--- src/rtl/packet_interval_statistics_top_defines.svh ---
// ----------------------------------------------------------------------------
// Packet interval statistics assertion macros
// Shared property wrappers, clocked on clk and held off while rst_n is low.
// ----------------------------------------------------------------------------
`ifndef PACKET_INTERVAL_STATISTICS_TOP_DEFINES_SVH
`define PACKET_INTERVAL_STATISTICS_TOP_DEFINES_SVH

// Same-cycle implication.
`define PIS_CHECK_NOW(lbl, ante, cons, msg) \
  lbl: assert property (@(posedge clk) disable iff (!rst_n) (ante) |-> (cons)) \
    else $error(msg);

// Next-cycle implication.
`define PIS_CHECK_NEXT(lbl, ante, cons, msg) \
  lbl: assert property (@(posedge clk) disable iff (!rst_n) (ante) |=> (cons)) \
    else $error(msg);

`endif

--- src/rtl/pis_pkg.sv ---
// ----------------------------------------------------------------------------
// Packet interval statistics package
// Field widths, register map, reset values and pipeline stage types.
// ----------------------------------------------------------------------------
package pis_pkg;

  localparam int TS_W   = 32;
  localparam int CH_W   = 8;
  localparam int CNT_W  = 32;
  localparam int ACC_W  = 64;
  localparam int WARM_W = 16;

  localparam int CFG_ADDR_W = 3;
  localparam int CFG_DATA_W = 32;

  // Register index, taken from paddr[2]
  localparam logic REG_GAP_THRESHOLD = 1'b0;
  localparam logic REG_WARMUP        = 1'b1;

  localparam logic [TS_W-1:0]   GAP_THRESHOLD_RESET = 32'd84000000;
  localparam logic [WARM_W-1:0] WARMUP_RESET        = 16'd1024;

  // Front stage: interval and packet index
  typedef struct packed {
    logic [TS_W-1:0]  interval;
    logic             mm_en;
    logic [CNT_W-1:0] seen;
  } stage_a_t;

  // Square stage
  typedef struct packed {
    logic [TS_W-1:0]  interval;
    logic [ACC_W-1:0] square;
    logic             mm_en;
    logic [CNT_W-1:0] seen;
    logic [CNT_W-1:0] tally;
  } stage_b_t;

  typedef struct packed {
    logic [TS_W-1:0]  interval_ticks;
    logic             gap_flag;
    logic [ACC_W-1:0] interval_sum;
    logic [ACC_W-1:0] interval_sum_squares;
    logic [TS_W-1:0]  interval_min;
    logic [TS_W-1:0]  interval_max;
    logic [CNT_W-1:0] packets_seen;
    logic [CNT_W-1:0] channel_tally;
  } result_t;

endpackage

--- src/rtl/pis_accum.sv ---
// ----------------------------------------------------------------------------
// Packet interval statistics accumulators
// Register the squared interval, then update saturating sums and min/max
// and load the result register.
// ----------------------------------------------------------------------------
module pis_accum (
  input  logic                        clk,
  input  logic                        rst_n,
  input  logic                        load_b,
  input  logic                        update,
  input  pis_pkg::stage_a_t           stage_a,
  input  logic [pis_pkg::CNT_W-1:0]   tally,
  input  logic [pis_pkg::TS_W-1:0]    gap_thr,
  output pis_pkg::result_t            res_r
);

  pis_pkg::stage_b_t          stage_b_r;
  logic [pis_pkg::ACC_W-1:0]  sum_r;
  logic [pis_pkg::ACC_W-1:0]  sum_sq_r;
  logic [pis_pkg::TS_W-1:0]   min_r;
  logic [pis_pkg::TS_W-1:0]   max_r;
  logic [pis_pkg::ACC_W:0]    sum_wide;
  logic [pis_pkg::ACC_W:0]    sum_sq_wide;
  logic [pis_pkg::ACC_W-1:0]  sum_nxt;
  logic [pis_pkg::ACC_W-1:0]  sum_sq_nxt;
  logic [pis_pkg::TS_W-1:0]   min_nxt;
  logic [pis_pkg::TS_W-1:0]   max_nxt;

  always_ff @(posedge clk) begin
    if (load_b) begin
      stage_b_r.interval <= stage_a.interval;
      stage_b_r.square   <= pis_pkg::ACC_W'(stage_a.interval) *
                            pis_pkg::ACC_W'(stage_a.interval);
      stage_b_r.mm_en    <= stage_a.mm_en;
      stage_b_r.seen     <= stage_a.seen;
      stage_b_r.tally    <= tally;
    end
  end

  assign sum_wide    = {1'b0, sum_r} + (pis_pkg::ACC_W+1)'(stage_b_r.interval);
  assign sum_sq_wide = {1'b0, sum_sq_r} + {1'b0, stage_b_r.square};
  assign sum_nxt     = sum_wide[pis_pkg::ACC_W] ? '1 : sum_wide[pis_pkg::ACC_W-1:0];
  assign sum_sq_nxt  = sum_sq_wide[pis_pkg::ACC_W] ? '1 :
                       sum_sq_wide[pis_pkg::ACC_W-1:0];
  assign min_nxt     = (stage_b_r.mm_en && (stage_b_r.interval < min_r)) ?
                       stage_b_r.interval : min_r;
  assign max_nxt     = (stage_b_r.mm_en && (stage_b_r.interval > max_r)) ?
                       stage_b_r.interval : max_r;

  always_ff @(posedge clk) begin
    if (!rst_n) begin
      sum_r    <= '0;
      sum_sq_r <= '0;
      min_r    <= '1;
      max_r    <= '0;
    end else if (update) begin
      sum_r    <= sum_nxt;
      sum_sq_r <= sum_sq_nxt;
      min_r    <= min_nxt;
      max_r    <= max_nxt;
    end
  end

  always_ff @(posedge clk) begin
    if (update) begin
      res_r.interval_ticks       <= stage_b_r.interval;
      res_r.gap_flag             <= stage_b_r.interval > gap_thr;
      res_r.interval_sum         <= sum_nxt;
      res_r.interval_sum_squares <= sum_sq_nxt;
      res_r.interval_min         <= min_nxt;
      res_r.interval_max         <= max_nxt;
      res_r.packets_seen         <= stage_b_r.seen;
      res_r.channel_tally        <= stage_b_r.tally;
    end
  end

endmodule

--- config.mk ---
export PLATFORM = sky130hd
export DESIGN_NAME = pis_accum
export DESIGN_NICKNAME = d
export VERILOG_FILES = /design/src/rtl/packet_interval_statistics_top_defines.svh /design/src/rtl/pis_pkg.sv /design/src/rtl/pis_accum.sv
export SDC_FILE = /design/constraint.sdc
export NUM_CORES = 2
export LEC_CHECK = 0
export BUFFER_PORTS_ARGS = -buffer_cell sky130_fd_sc_hd__buf_2
export CAP_MARGIN = 20
export CORE_MARGIN = 3
export CORE_UTILIZATION = 55
export CTS_BUF_LIST = sky130_fd_sc_hd__clkbuf_8
export CTS_CLUSTER_SIZE = 12
export DETAILED_ROUTE_END_ITERATION = 12
export HOLD_SLACK_MARGIN = 0.06
export MAX_ROUTING_LAYER = met4
export PLACE_DENSITY_LB_ADDON = 0.12
export SLEW_MARGIN = 20
export SYNTH_ARGS = -nofsm -noshare
export SYNTH_HDL_FRONTEND = slang
export SYNTH_SLANG_ARGS = --single-unit
export TNS_END_PERCENT = 30
--- constraint.sdc ---
create_clock -name clk -period 10.5 [get_ports clk]
set_input_delay 1.05 -clock clk [delete_from_list [all_inputs] [get_ports clk]]
set_output_delay 1.05 -clock clk [all_outputs]
set_load 0.005 [all_outputs]
==> summary.md <==
| Metric | Value |
|---|---|
| Status | `complete, no violations` |
| Antenna-violating nets left | `0` |
| Final Hold Viols | `0` |
| Share of layout cells above drive strength 1 | `0.120` |
| Final Cycle Share | `0.825` |
| Initial antenna violation count | `5` |
| Clock buffer depth | `3` |
| Synth top area cells | `fa_1, edfxtp_1, ha_1` |
| Ys Warns | `0` |
| Vias | `42700` |
| Critical path class | `in2reg` |
| Post-CTS sizing | `0` |
| Worst-case clock skew | `0.0656 ns` |
| Cells after synthesis | `5845` |
| Hold/Removal Path Class | `reg2reg` |
| Max Cap Viol | `0` |
| DIE HEIGHT | `335 um` |
| # nets final | `7601` |
| I/O pin count | `422` |
| CTS tree | `built` |
| Number of synthesized flops with an enable pin | `448` |
| Cts hold-fix bufs | `0` |
| Vias in the first global route | `45000` |
| DR vias/cell | `5.56` |
| Area growth syn-to-layout | `9.43%` |
| Mapped cell area | `59600 um^2` |
| Yosys reg bits | `640` |
| Clk pin slew, worst setup/hold paths | `0.07 ns` |
| Clock sinks | `640` |
| Wire length per cell | `21.3 um` |
| Mapped Nets | `7258` |
| Fin Setup TNS | `0 ns` |
| DRC | `0` |
| Register area share after synthesis | `0.290` |
| F_max | `115 MHz` |
| Async SR Flop Fraction | `0` |
| Pin slew with the least headroom to its limit | `1.10 ns` |
| Initial core utilization | `0.556` |
| Synth area leader | `fa_1` |
| Yosys top cell area share | `0.266` |
| # fillers | `9164` |
| Root Buffer | `clkbuf_8` |
| WP data required | `11.02 ns` |
| Setup-failing EPs final | `0` |
| Post-CTS Setup Bufs | `0` |
| Post-DP HPWL | `127 mm` |
| Yosys cell types | `82` |
| First-pass GRT wire length | `258 mm` |
| Slew HR | `0.267` |
| Startpoint types | `input port` |
| Routability cong. | `0.956` |
| Synth Flop Type | `edfxtp_1` |
| Placement Rows | `120` |
| RSZ-0062 raised after global routing | `no` |
| Skew-Pair Late Insertion Delay | `0.79 ns` |
| Min Clock Period, post-route | `8.67 ns` |
| Core area | `107000 um^2` |
| Utilization after layout | `0.608` |
| Critical Path AT | `9.19 ns` |
| Top cells by count, synth | `inv_1, fa_1, nand2_1` |
| Overflow after GRT | `0` |
| Port Buf Inserts | `421` |
| Most common cell in the synthesized netlist | `inv_1` |
| Drt total wl | `164 mm` |
| Syn avg cell area | `10.2 um^2` |
| Pin count of the biggest net entering global routing | `117` |
| GRT Util Overall | `0.307` |
| Iter 0 DRT Violations | `2767` |
| Crit Path Max Fanout | `35` |
| Full die area | `112000 um^2` |
| CTS Buf Count | `105` |
| Pre-antenna DRT Iters | `5` |
| Max Transition Viols Final | `0` |
| H-tree depth | `3` |
| Chip width | `335 um` |
| Crit. End Element | `register` |
[cells in the final DEF (no fill, tap or decap), drive strengths merged, types with 27 or more instances in the layout]
cell type / n
inv: 1155
o21ai: 227
fa: 793
mux2: 63
a31oi: 76
nand2: 550
xor2: 83
ha: 487
nor2: 175
xnor2: 129
edfxtp: 448
o211ai: 48
clkinv: 27
nand4: 67
and2: 252
and3: 29
clkbuf: 122
dfxtp: 192
nor3: 46
a21o: 131
o21bai: 46
a21oi: 252
nor2b: 37
buf: 480
a311oi: 27
nand3: 90
[worst paths after layout]
check / startpoint / to / slack (ns) / cells after the start
hold reg to reg: stage_b_r[1] / res_r[1] / 0.39 / 0
setup / recovery: stage_a[38] / stage_b_r[126] / 1.83 / 26
setup reg to reg: stage_b_r[129] / sum_sq_r[12] / 5.79 / 13
hold / removal: stage_b_r[1] / res_r[1] / 0.39 / 0
[state kept, by name (all words and copies together), names as in the netlist]
| signal | count |
|---|---|
| res_r | 289 |
| stage_b_r | 159 |
| sum_r | 64 |
| sum_sq_r | 64 |
| max_r | 32 |
| min_r | 32 |
[area by class of cell]
| cell class | count | area [um^2] | area share |
|---|---|---|---|
| clock inverters | 77 | 510 | 0.00783 |
| inverters | 1113 | 4180 | 0.0641 |
| multi-input cells | 3848 | 37200 | 0.570 |
| well taps | 1403 | 1760 | 0.0269 |
| diodes | 9 | 22.5 | 0.000345 |
| clock buffers | 122 | 1680 | 0.0258 |
| flip-flops and latches | 640 | 17300 | 0.265 |
| repair buffers | 480 | 2580 | 0.0396 |
[worst max-delay path: stages]
cell and delay (ns):
buf_2 0.77, nand2_1 0.24, fa_1 0.54, inv_1 0.05
fa_1 0.48, fa_1 0.52, inv_1 0.05, fa_1 0.48
inv_1 0.05, fa_1 0.49, fa_1 0.50, fa_1 0.49
inv_1 0.05, fa_1 0.59, inv_1 0.07, ha_1 0.40
nand2_1 0.07, o21ai_0 0.30, a21o_1 0.13, a41oi_1 0.14
a211oi_1 0.57, nor2_1 0.24, o21bai_1 0.43, a311o_1 0.24
a21oi_1 0.08, xnor2_1 0.13
[cell families after synthesis]
family          count (synthesis)  share of synthesized area
compound gates                952                      0.102
buf+inv                      1357                     0.0863
flops                         640                      0.290
simple gates                 1337                      0.108
mux                            67                     0.0126
xor+xnor                      212                     0.0312
fa+ha+maj                    1280                      0.369
[routing by layer]
layer	GRT usage	vias to the layer above	routed length [um]
met1	0.381	21300	66300
met3	0.0388	335	8870
li1	-	19800	-
met2	0.515	1339	81300
met5	-	-	0
met4	0.121	0	7240
[metrics by stage]
step | cells | cell area (um^2) | hold slack (ns) | worst slack, ns
6_report | 7692 | 65200 | 0.392 | 1.83
5_1_grt | 7690 | 65200 | 0.363 | 1.48
4_1_cts | 7683 | 65200 | 0.363 | 1.97
3_5_place_dp | 7484 | 63000 | 0.405 | 1.16
3_3_place_gp | 7484 | 63000 | 0.400 | 1.22
2_1_floorplan | 5845 | 59600 | 0.400 | 2.06
Power is left out: the tool's default activity adds up to more than one toggle a clock period on the data nets, which glitch-free logic cannot reach.
