$ cat config.mk
export PLATFORM = sky130hd
export DESIGN_NAME = pis_front
export DESIGN_NICKNAME = d
export VERILOG_FILES = /design/src/rtl/packet_interval_statistics_top_defines.svh /design/src/rtl/pis_pkg.sv /design/src/rtl/pis_front.sv
export SDC_FILE = /design/constraint.sdc
export NUM_CORES = 1
export LEC_CHECK = 0
export BUFFER_PORTS_ARGS = -buffer_cell sky130_fd_sc_hd__buf_2
export CORE_MARGIN = 2
export CORE_UTILIZATION = 55
export DETAILED_ROUTE_END_ITERATION = 7
export PLACE_DENSITY_LB_ADDON = 0.05
export SYNTH_ARGS = -nofsm -noshare
export SYNTH_HDL_FRONTEND = slang
export SYNTH_SLANG_ARGS = --single-unit
$ cat constraint.sdc
create_clock -name clk -period 3.53 [get_ports clk]
set_input_delay 0 -clock clk [delete_from_list [all_inputs] [get_ports clk]]
set_output_delay 0 -clock clk [all_outputs]
set_load 0.03 [all_outputs]
$ cat src/rtl/packet_interval_statistics_top_defines.svh
// ----------------------------------------------------------------------------
// Packet interval statistics assertion macros
// Shared property wrappers, clocked on clk and held off while rst_n is low.
// ----------------------------------------------------------------------------
`ifndef PACKET_INTERVAL_STATISTICS_TOP_DEFINES_SVH
`define PACKET_INTERVAL_STATISTICS_TOP_DEFINES_SVH

// Same-cycle implication.
`define PIS_CHECK_NOW(lbl, ante, cons, msg) \
  lbl: assert property (@(posedge clk) disable iff (!rst_n) (ante) |-> (cons)) \
    else $error(msg);

// Next-cycle implication.
`define PIS_CHECK_NEXT(lbl, ante, cons, msg) \
  lbl: assert property (@(posedge clk) disable iff (!rst_n) (ante) |=> (cons)) \
    else $error(msg);

`endif

$ cat src/rtl/pis_pkg.sv
// ----------------------------------------------------------------------------
// Packet interval statistics package
// Field widths, register map, reset values and pipeline stage types.
// ----------------------------------------------------------------------------
package pis_pkg;

  localparam int TS_W   = 32;
  localparam int CH_W   = 8;
  localparam int CNT_W  = 32;
  localparam int ACC_W  = 64;
  localparam int WARM_W = 16;

  localparam int CFG_ADDR_W = 3;
  localparam int CFG_DATA_W = 32;

  // Register index, taken from paddr[2]
  localparam logic REG_GAP_THRESHOLD = 1'b0;
  localparam logic REG_WARMUP        = 1'b1;

  localparam logic [TS_W-1:0]   GAP_THRESHOLD_RESET = 32'd84000000;
  localparam logic [WARM_W-1:0] WARMUP_RESET        = 16'd1024;

  // Front stage: interval and packet index
  typedef struct packed {
    logic [TS_W-1:0]  interval;
    logic             mm_en;
    logic [CNT_W-1:0] seen;
  } stage_a_t;

  // Square stage
  typedef struct packed {
    logic [TS_W-1:0]  interval;
    logic [ACC_W-1:0] square;
    logic             mm_en;
    logic [CNT_W-1:0] seen;
    logic [CNT_W-1:0] tally;
  } stage_b_t;

  typedef struct packed {
    logic [TS_W-1:0]  interval_ticks;
    logic             gap_flag;
    logic [ACC_W-1:0] interval_sum;
    logic [ACC_W-1:0] interval_sum_squares;
    logic [TS_W-1:0]  interval_min;
    logic [TS_W-1:0]  interval_max;
    logic [CNT_W-1:0] packets_seen;
    logic [CNT_W-1:0] channel_tally;
  } result_t;

endpackage

$ cat src/rtl/pis_front.sv
// ----------------------------------------------------------------------------
// Packet interval statistics front stage
// Unwrap the timestamp into an interval and advance the packet index.
// ----------------------------------------------------------------------------
module pis_front (
  input  logic                          clk,
  input  logic                          rst_n,
  input  logic                          accept,
  input  logic [pis_pkg::TS_W-1:0]      timestamp,
  input  logic [pis_pkg::WARM_W-1:0]    warmup,
  output pis_pkg::stage_a_t             stage_a_r
);

  logic [pis_pkg::TS_W-1:0]  prev_ts_r;
  logic                      seen_first_r;
  logic [pis_pkg::CNT_W-1:0] pkt_idx_r;
  logic [pis_pkg::TS_W-1:0]  interval_nxt;
  logic [pis_pkg::CNT_W-1:0] pkt_idx_nxt;
  logic                      mm_en_nxt;

  // Modular difference covers a single wrap
  assign interval_nxt = seen_first_r ? (timestamp - prev_ts_r) : '0;
  assign pkt_idx_nxt  = (pkt_idx_r == '1) ? pkt_idx_r : pkt_idx_r + pis_pkg::CNT_W'(1);
  assign mm_en_nxt    = pkt_idx_r > pis_pkg::CNT_W'(warmup);

  always_ff @(posedge clk) begin
    if (!rst_n) begin
      prev_ts_r    <= '0;
      seen_first_r <= 1'b0;
      pkt_idx_r    <= '0;
    end else if (accept) begin
      prev_ts_r    <= timestamp;
      seen_first_r <= 1'b1;
      pkt_idx_r    <= pkt_idx_nxt;
    end
  end

  always_ff @(posedge clk) begin
    if (accept) begin
      stage_a_r.interval <= interval_nxt;
      stage_a_r.mm_en    <= mm_en_nxt;
      stage_a_r.seen     <= pkt_idx_nxt;
    end
  end

endmodule

==> results of run 1 <==
## per-layer routing
metal  vias to the layer above  routed length, um
met5                         -                  0
met4                         0                445
met3                        34                654
met2                       165               8770
met1                      2899               7350
li1                       3115                  -
## layout by cell type, fill, tap and decap left out, types with 29 or more instances in the layout
cell type / netlist / routed
buf_2: 7 / 114
dfxtp_1: 65 / 65
edfxtp_1: 65 / 65
inv_1: 54 / 54
nand2_1: 52 / 52
nor2_1: 51 / 51
ha_1: 48 / 48
nor2b_1: 42 / 42
a21oi_1: 41 / 41
xnor2_1: 38 / 38
mux2i_1: 37 / 37
xor2_1: 36 / 36
o21ai_0: 33 / 33
dlygate4sd3_1: 0 / 32
nand3_1: 29 / 29
## cell families after synthesis
group           count (synthesis)
simple gates                  288
compound gates                140
flops                         130
buf+inv                        93
xor+xnor                       74
fa+ha+maj                      49
mux                            38
## how the worst max path moves through the flow
stage / startpoint / end / slack, ns
after floorplan: prev_ts_r[0] / stage_a_r[51] / 0.98
after global placement: prev_ts_r[0] / stage_a_r[51] / 0.72
after detailed placement: prev_ts_r[0] / stage_a_r[51] / 0.62
after CTS: prev_ts_r[0] / stage_a_r[51] / 0.57
after global routing: prev_ts_r[0] / stage_a_r[51] / 0.31
final: prev_ts_r[0] / stage_a_r[51] / 0.58
## Yosys cell counts (all sizes together) (5+ instances only)
cell	number	share of area (%)
xor2	36	4.1
edfxtp	65	25
nor4	5	0.40
or3	12	1.1
o21ai	37	2.4
and3	9	0.73
nor2b	42	3.4
inv	54	2.6
nor3	13	1.0
and4	5	0.57
buf	15	1.1
a21o	21	2.0
a21oi	41	2.7
a31oi	5	0.40
nor2	51	2.5
a211oi	5	0.65
mux2i	37	4.8
clkbuf	24	1.2
ha	48	7.8
nand4	26	2.3
xnor2	38	4.3
nand3	30	2.0
and2	24	1.9
nand2	52	2.5
a21boi	11	1.1
nand2b	12	0.97
dfxtp	65	17
## layout make-up
type / count / area, sq um / share of cell area [%]
Sequential cell: 130 / 3250 / 35.0
Inverter: 54 / 203 / 2.18
Multi-Input combinational cell: 589 / 4100 / 44.2
Timing Repair Buffer: 150 / 933 / 10.1
Clock buffer: 17 / 425 / 4.58
Clock inverter: 15 / 143 / 1.54
Tap cell: 180 / 225 / 2.43
## repair_timing
item,CTS,global route
buffers inserted,0,0
hold buffers,32,0
hold endpoints to repair,32,0
gates resized for setup,0,0
## report_power, final
| group | switching (W) | total [W] | internal [W] |
|---|---|---|---|
| Combinational | 0.000438 | 0.000715 | 0.000277 |
| Sequential | 0.0000313 | 0.00170 | 0.00167 |
| Clock | 0.000652 | 0.00168 | 0.00103 |
## sequential cells by signal, indices dropped and copies added, names as in the netlist
signal	count
pkt_idx_r	32
stage_a_r	65
seen_first_r	1
prev_ts_r	32
## metrics by stage
stage	cells	worst slack [ns]	hold WS (ns)	power [W]
global placement	1071	0.718	0.284	0.00239
detailed placement	1071	0.623	0.291	0.00241
global route	1135	0.314	0.0770	0.00427
CTS	1135	0.568	0.0672	0.00412
floorplan	812	0.984	0.112	0.00221
finish	1135	0.576	0.0782	0.00409
## critical path: stages (launching register included)
cell and delay (ns):
dfxtp_1 0.32, ha_1 0.20, fa_1 0.40, nand2b_1 0.19, a21oi_1 0.24, a41oi_1 0.26
o21ai_1 0.36, a21boi_0 0.25, or4_1 0.51, nand4_1 0.08
==> run metrics, run 1 <==
DR pass1 iterations=5; clk sinks=130; drt total wl=17.2 mm; CTS buffer count=17; site row count=43; GP Congestion=around 0.93; startpoint types=flop; RSZ-0062 raised after global routing=no; first-pass GRT wire length=roughly 29 mm; Slew Limit Fails=0; register area share after synthesis=a little over two fifths; layout cell share with drive strength beyond 1=17.0%; CTS root buf=clkbuf_16; CP max FO=4; Final Util=approximately two thirds; Synth Warn #=0; status=completed; CP arrival=about 3.2 ns; CTS tree=built; Residual DRC=0; WP data required=around 3.8 ns; post-synthesis simple-gate area fraction=20.1%; Worst Clk Skew=between 0.007 and 0.008 ns; Pleak=between 4 and 5 nW; endpoint class of the critical path=flop; met2 Usage GRT=a little over two fifths; Worst R2R End=stage_a_r[51]; area delta synth->final=20.0%; core area=between 10000 and 15000 sq um; Mapped Nets=between 900 and 1000; n_diodes=0; number of global-route vias before repair=about 6100; 1st-iter DRT viols=494; top_reg_cell synth=edfxtp_1; busiest grt layer=met2; number of synthesized flops with an enable pin=65; Initial Util=55.9%; Synth cell types=55; Hold Path Origin=accept; Synth Area in Compound Gates=roughly 12%; Cell Area, Synth=slightly below 8000 sq um; via count of the routed design=6213; GRT Total Usage=approximately 24%; Worst Tran Pin Value=between 0.9 and 1 ns; setup TNS=0 ns; Chip Width=123 um; hold path depth=1; IO Pins=roughly 120; largest net degree at the start of global routing=slightly below 80; Final Hold Fails=0; DPL Wire Length=approximately 12 mm; crit share post-route=a little over four fifths; area of placed instances=about 8400 sq um; Die ar.=around 15000 sq um; Worst VDD drop=~340 uV; Hold Path End=stage_a_r[2]; normalized max-slew margin=35.5%; CTS clock-pin slew for the worst setup and hold paths=0.06 ns; Avg Cell Area, Syn=approximately 9.5 sq um; remaining global-route overflow=0; later-pin clock latency in the skew report=around 0.42 ns; Power Density=about 440 nW/um^2; buffer levels on the longest clock path=2; met3 Usage GRT=around 5.2%; M1 GR Usage=roughly 29%; Mapped Cells=between 800 and 900; reg-to-reg startpoint=prev_ts_r[0]; die extent in y=around 120 um; WL per Instance=15.2 um; critical path class=flop to flop; Adder-Cell Fraction of Synth Area=8.02%; post-synthesis mux area share=4.93%; final instance area=approximately 9300 sq um; Synth async-reset ratio=0%; FILL cells=around 1100; Post-Synth XOR/XNOR Area=approximately 8.4%; initial antenna violation count=0; Final Critical Period=slightly below 3 ns; post-route antenna net violation count=0; MaxCap Viol Count=0; Post-layout nets=1042; Hold WC Path Type=primary input to flop; largest family of logic cells by synthesized area=simple AND/OR/NAND/NOR gates; I/O Buffers=approximately 120; Worst R2R Setup Slack=between 0.5 and 0.6 ns; #FFs+latches synth=130; Final setup viols=0; FMAX=around 340 MHz; r2r worst-path depth=9; H-tree Lvls=4; Via density=approximately 5.5
(Power assumes the default switching activity.)
==> inputs of run 2 (changes only) <==
- CORE_UTILIZATION: 55 -> 52
- clock period: 3.53 -> 2.67 ns (I/O delays scaled with it)
==> run 2 against run 1 <==
Net effect: utilization decreased by 0.95 points; wire length is 2.3% higher; highest routed layer unchanged; die area rose by 5.6%; register-to-register slack lost 0.47 ns; worst setup slack worse by 0.47 ns; critical path depth up 1; largest cell class unchanged; non-clock buffer count is 32 higher; via count is 1.4% higher; final area increased by 3.6%; power rose by 36%; clock-buffer cell count rose by 6; combinational power grew 40%; critical path type unchanged.
==> run metrics, run 2 (synthesis results as in run 1) <==
buffer levels on the longest clock path=2; remaining global-route overflow=0; area delta synth->final=24.4%; Worst R2R Setup Slack=0.11 ns; Worst R2R End=stage_a_r[56]; FILL cells=~1200; r2r worst-path depth=10; final instance area=~9600 sq um; I/O Buffers=approximately 120; Die ar.=15900 sq um; later-pin clock latency in the skew report=approximately 0.42 ns; status=completed; largest net degree at the start of global routing=86; WP data required=around 2.8 ns; Worst Tran Pin Value=a little over 1 ns; clk sinks=130; site row count=44; MaxCap Viol Count=0; post-route antenna net violation count=0; CTS buffer count=17; die extent in y=126 um; number of global-route vias before repair=roughly 6300; Largest regs=stage_a_r (65), pkt_idx_r (32), prev_ts_r (32); critical path endpoint=stage_a_r[56]; startpoint types=flop; GP Congestion=0.896; area of placed instances=between 8000 and 9000 sq um; CTS root buf=clkbuf_16; Residual DRC=0; CP arrival=between 2 and 3 ns; GRT Total Usage=a little under a quarter; layout cell share with drive strength beyond 1=approximately a fifth; n_diodes=0; Via density=5.38; drt total wl=about 18 mm; Largest Register=stage_a_r; critical path class=flop to flop; Slew Limit Fails=0; initial antenna violation count=0; Power Density=580 nW/um^2; Final Critical Period=between 2 and 3 ns; CTS tree=built; Pleak=between 4 and 5 nW; Final setup viols=0; reg-to-reg startpoint=prev_ts_r[8]; Worst Hold Margin=0.0407 ns; 1st-iter DRT viols=362; normalized max-slew margin=32.1%; IO Pins=approximately 120; Worst VDD drop=roughly 450 uV; via count of the routed design=around 6300; Worst Clk Skew=approximately 0.012 ns; Initial Util=53.2%; most frequent cells in the layout=buf_2 (114), dfxtp_1 (65), edfxtp_1 (65); Largest register FFs=65; endpoint class of the critical path=flop; CTS clock-pin slew for the worst setup and hold paths=~0.060 ns; Hold WC Path Type=primary input to flop; H-tree Lvls=4; WL per Instance=15.0 um; commonest non-fill, non-tap cell in the layout=buf_2; first-pass GRT wire length=a little under 30 mm; Final Hold Fails=0; FMAX=between 300 and 400 MHz; CP Launch Point=prev_ts_r[8]; DR pass1 iterations=4; Post-layout nets=roughly 1100; core area=about 15000 sq um; crit share post-route=roughly 96%; CP max FO=4; DPL Wire Length=12.7 mm; Chip Width=126 um
## run 2: changes by cell type in the layout (fill, tap and decap cells not counted), sizes merged
| cell | delta |
|---|---|
| clkinv | -2 |
| clkbuf | +6 |
| buf | +32 |
| clkinvlp | -3 |
| inv | -1 |
## run 2: worst min path at each step
stage	start	to	slack, ns	cells after the start
2_1_floorplan	accept	stage_a_r[0]	0.11	0
3_3_place_gp	timestamp[28]	prev_ts_r[28]	0.28	3
3_5_place_dp	timestamp[19]	prev_ts_r[19]	0.29	3
4_1_cts	accept	stage_a_r[20]	0.03	1
5_1_grt	accept	stage_a_r[30]	0.03	1
6_report	accept	stage_a_r[30]	0.04	1
## run 2: cell type report
type,instances,area (sq um),share of cell area (%)
Inverter,54,203,2.11
Multi-Input combinational cell,589,4160,43.2
Clock buffer,23,499,5.19
Sequential cell,130,3250,33.8
Timing Repair Buffer,182,1180,12.2
Clock inverter,9,103,1.07
Tap cell,184,230,2.39
## run 2: critical path, stage by stage (launching register included)
cell,delay [ns]
dfxtp_1,0.33
inv_1,0.04
ha_1,0.30
a21o_1,0.21
a221o_1,0.39
a21oi_4,0.22
a31oi_2,0.15
buf_4,0.17
a31oi_2,0.25
xor2_1,0.18
nor2_1,0.05
## run 2: metrics by stage
step	setup slack, ns	utilization, %	instances	power (W)	setup TNS [ns]
finish	0.111	66.2	1171	0.00558	0
global route	-0.0169	66.2	1171	0.00583	-0.0314
CTS	-0.0500	65.7	1168	0.00560	-0.0942
detailed placement	-0.0175	59.3	1104	0.00322	-0.0346
global placement	0.0870	59.3	1104	0.00320	0
floorplan	0.124	-	812	0.00293	0
## run 2: metal layers
layer,wire [um],up-vias,share of wire (%),track usage (%)
met5,0,-,0,0
met4,380,0,2.2,7.89
met3,565,26,3.2,5.31
met2,8960,123,51,39.9
met1,7710,2973,44,27.4
li1,-,3177,-,-
## run 2: report_power, final
| part | total [W] | switching [W] | internal (W) |
|---|---|---|---|
| Clock | 0.00233 | 0.000836 | 0.00150 |
| Sequential | 0.00224 | 0.0000375 | 0.00220 |
| Combinational | 0.00100 | 0.000597 | 0.000407 |
| Total | 0.00558 | 0.00147 | 0.00411 |
## run 2: timing repair
item	4_1_cts	5_1_grt
pin swaps	0	4
setup buffers	0	3
endpoints found under the hold margin	32	0
hold buffers	32	0
endpoints found under the setup margin	3	14
gates resized for setup	1	17
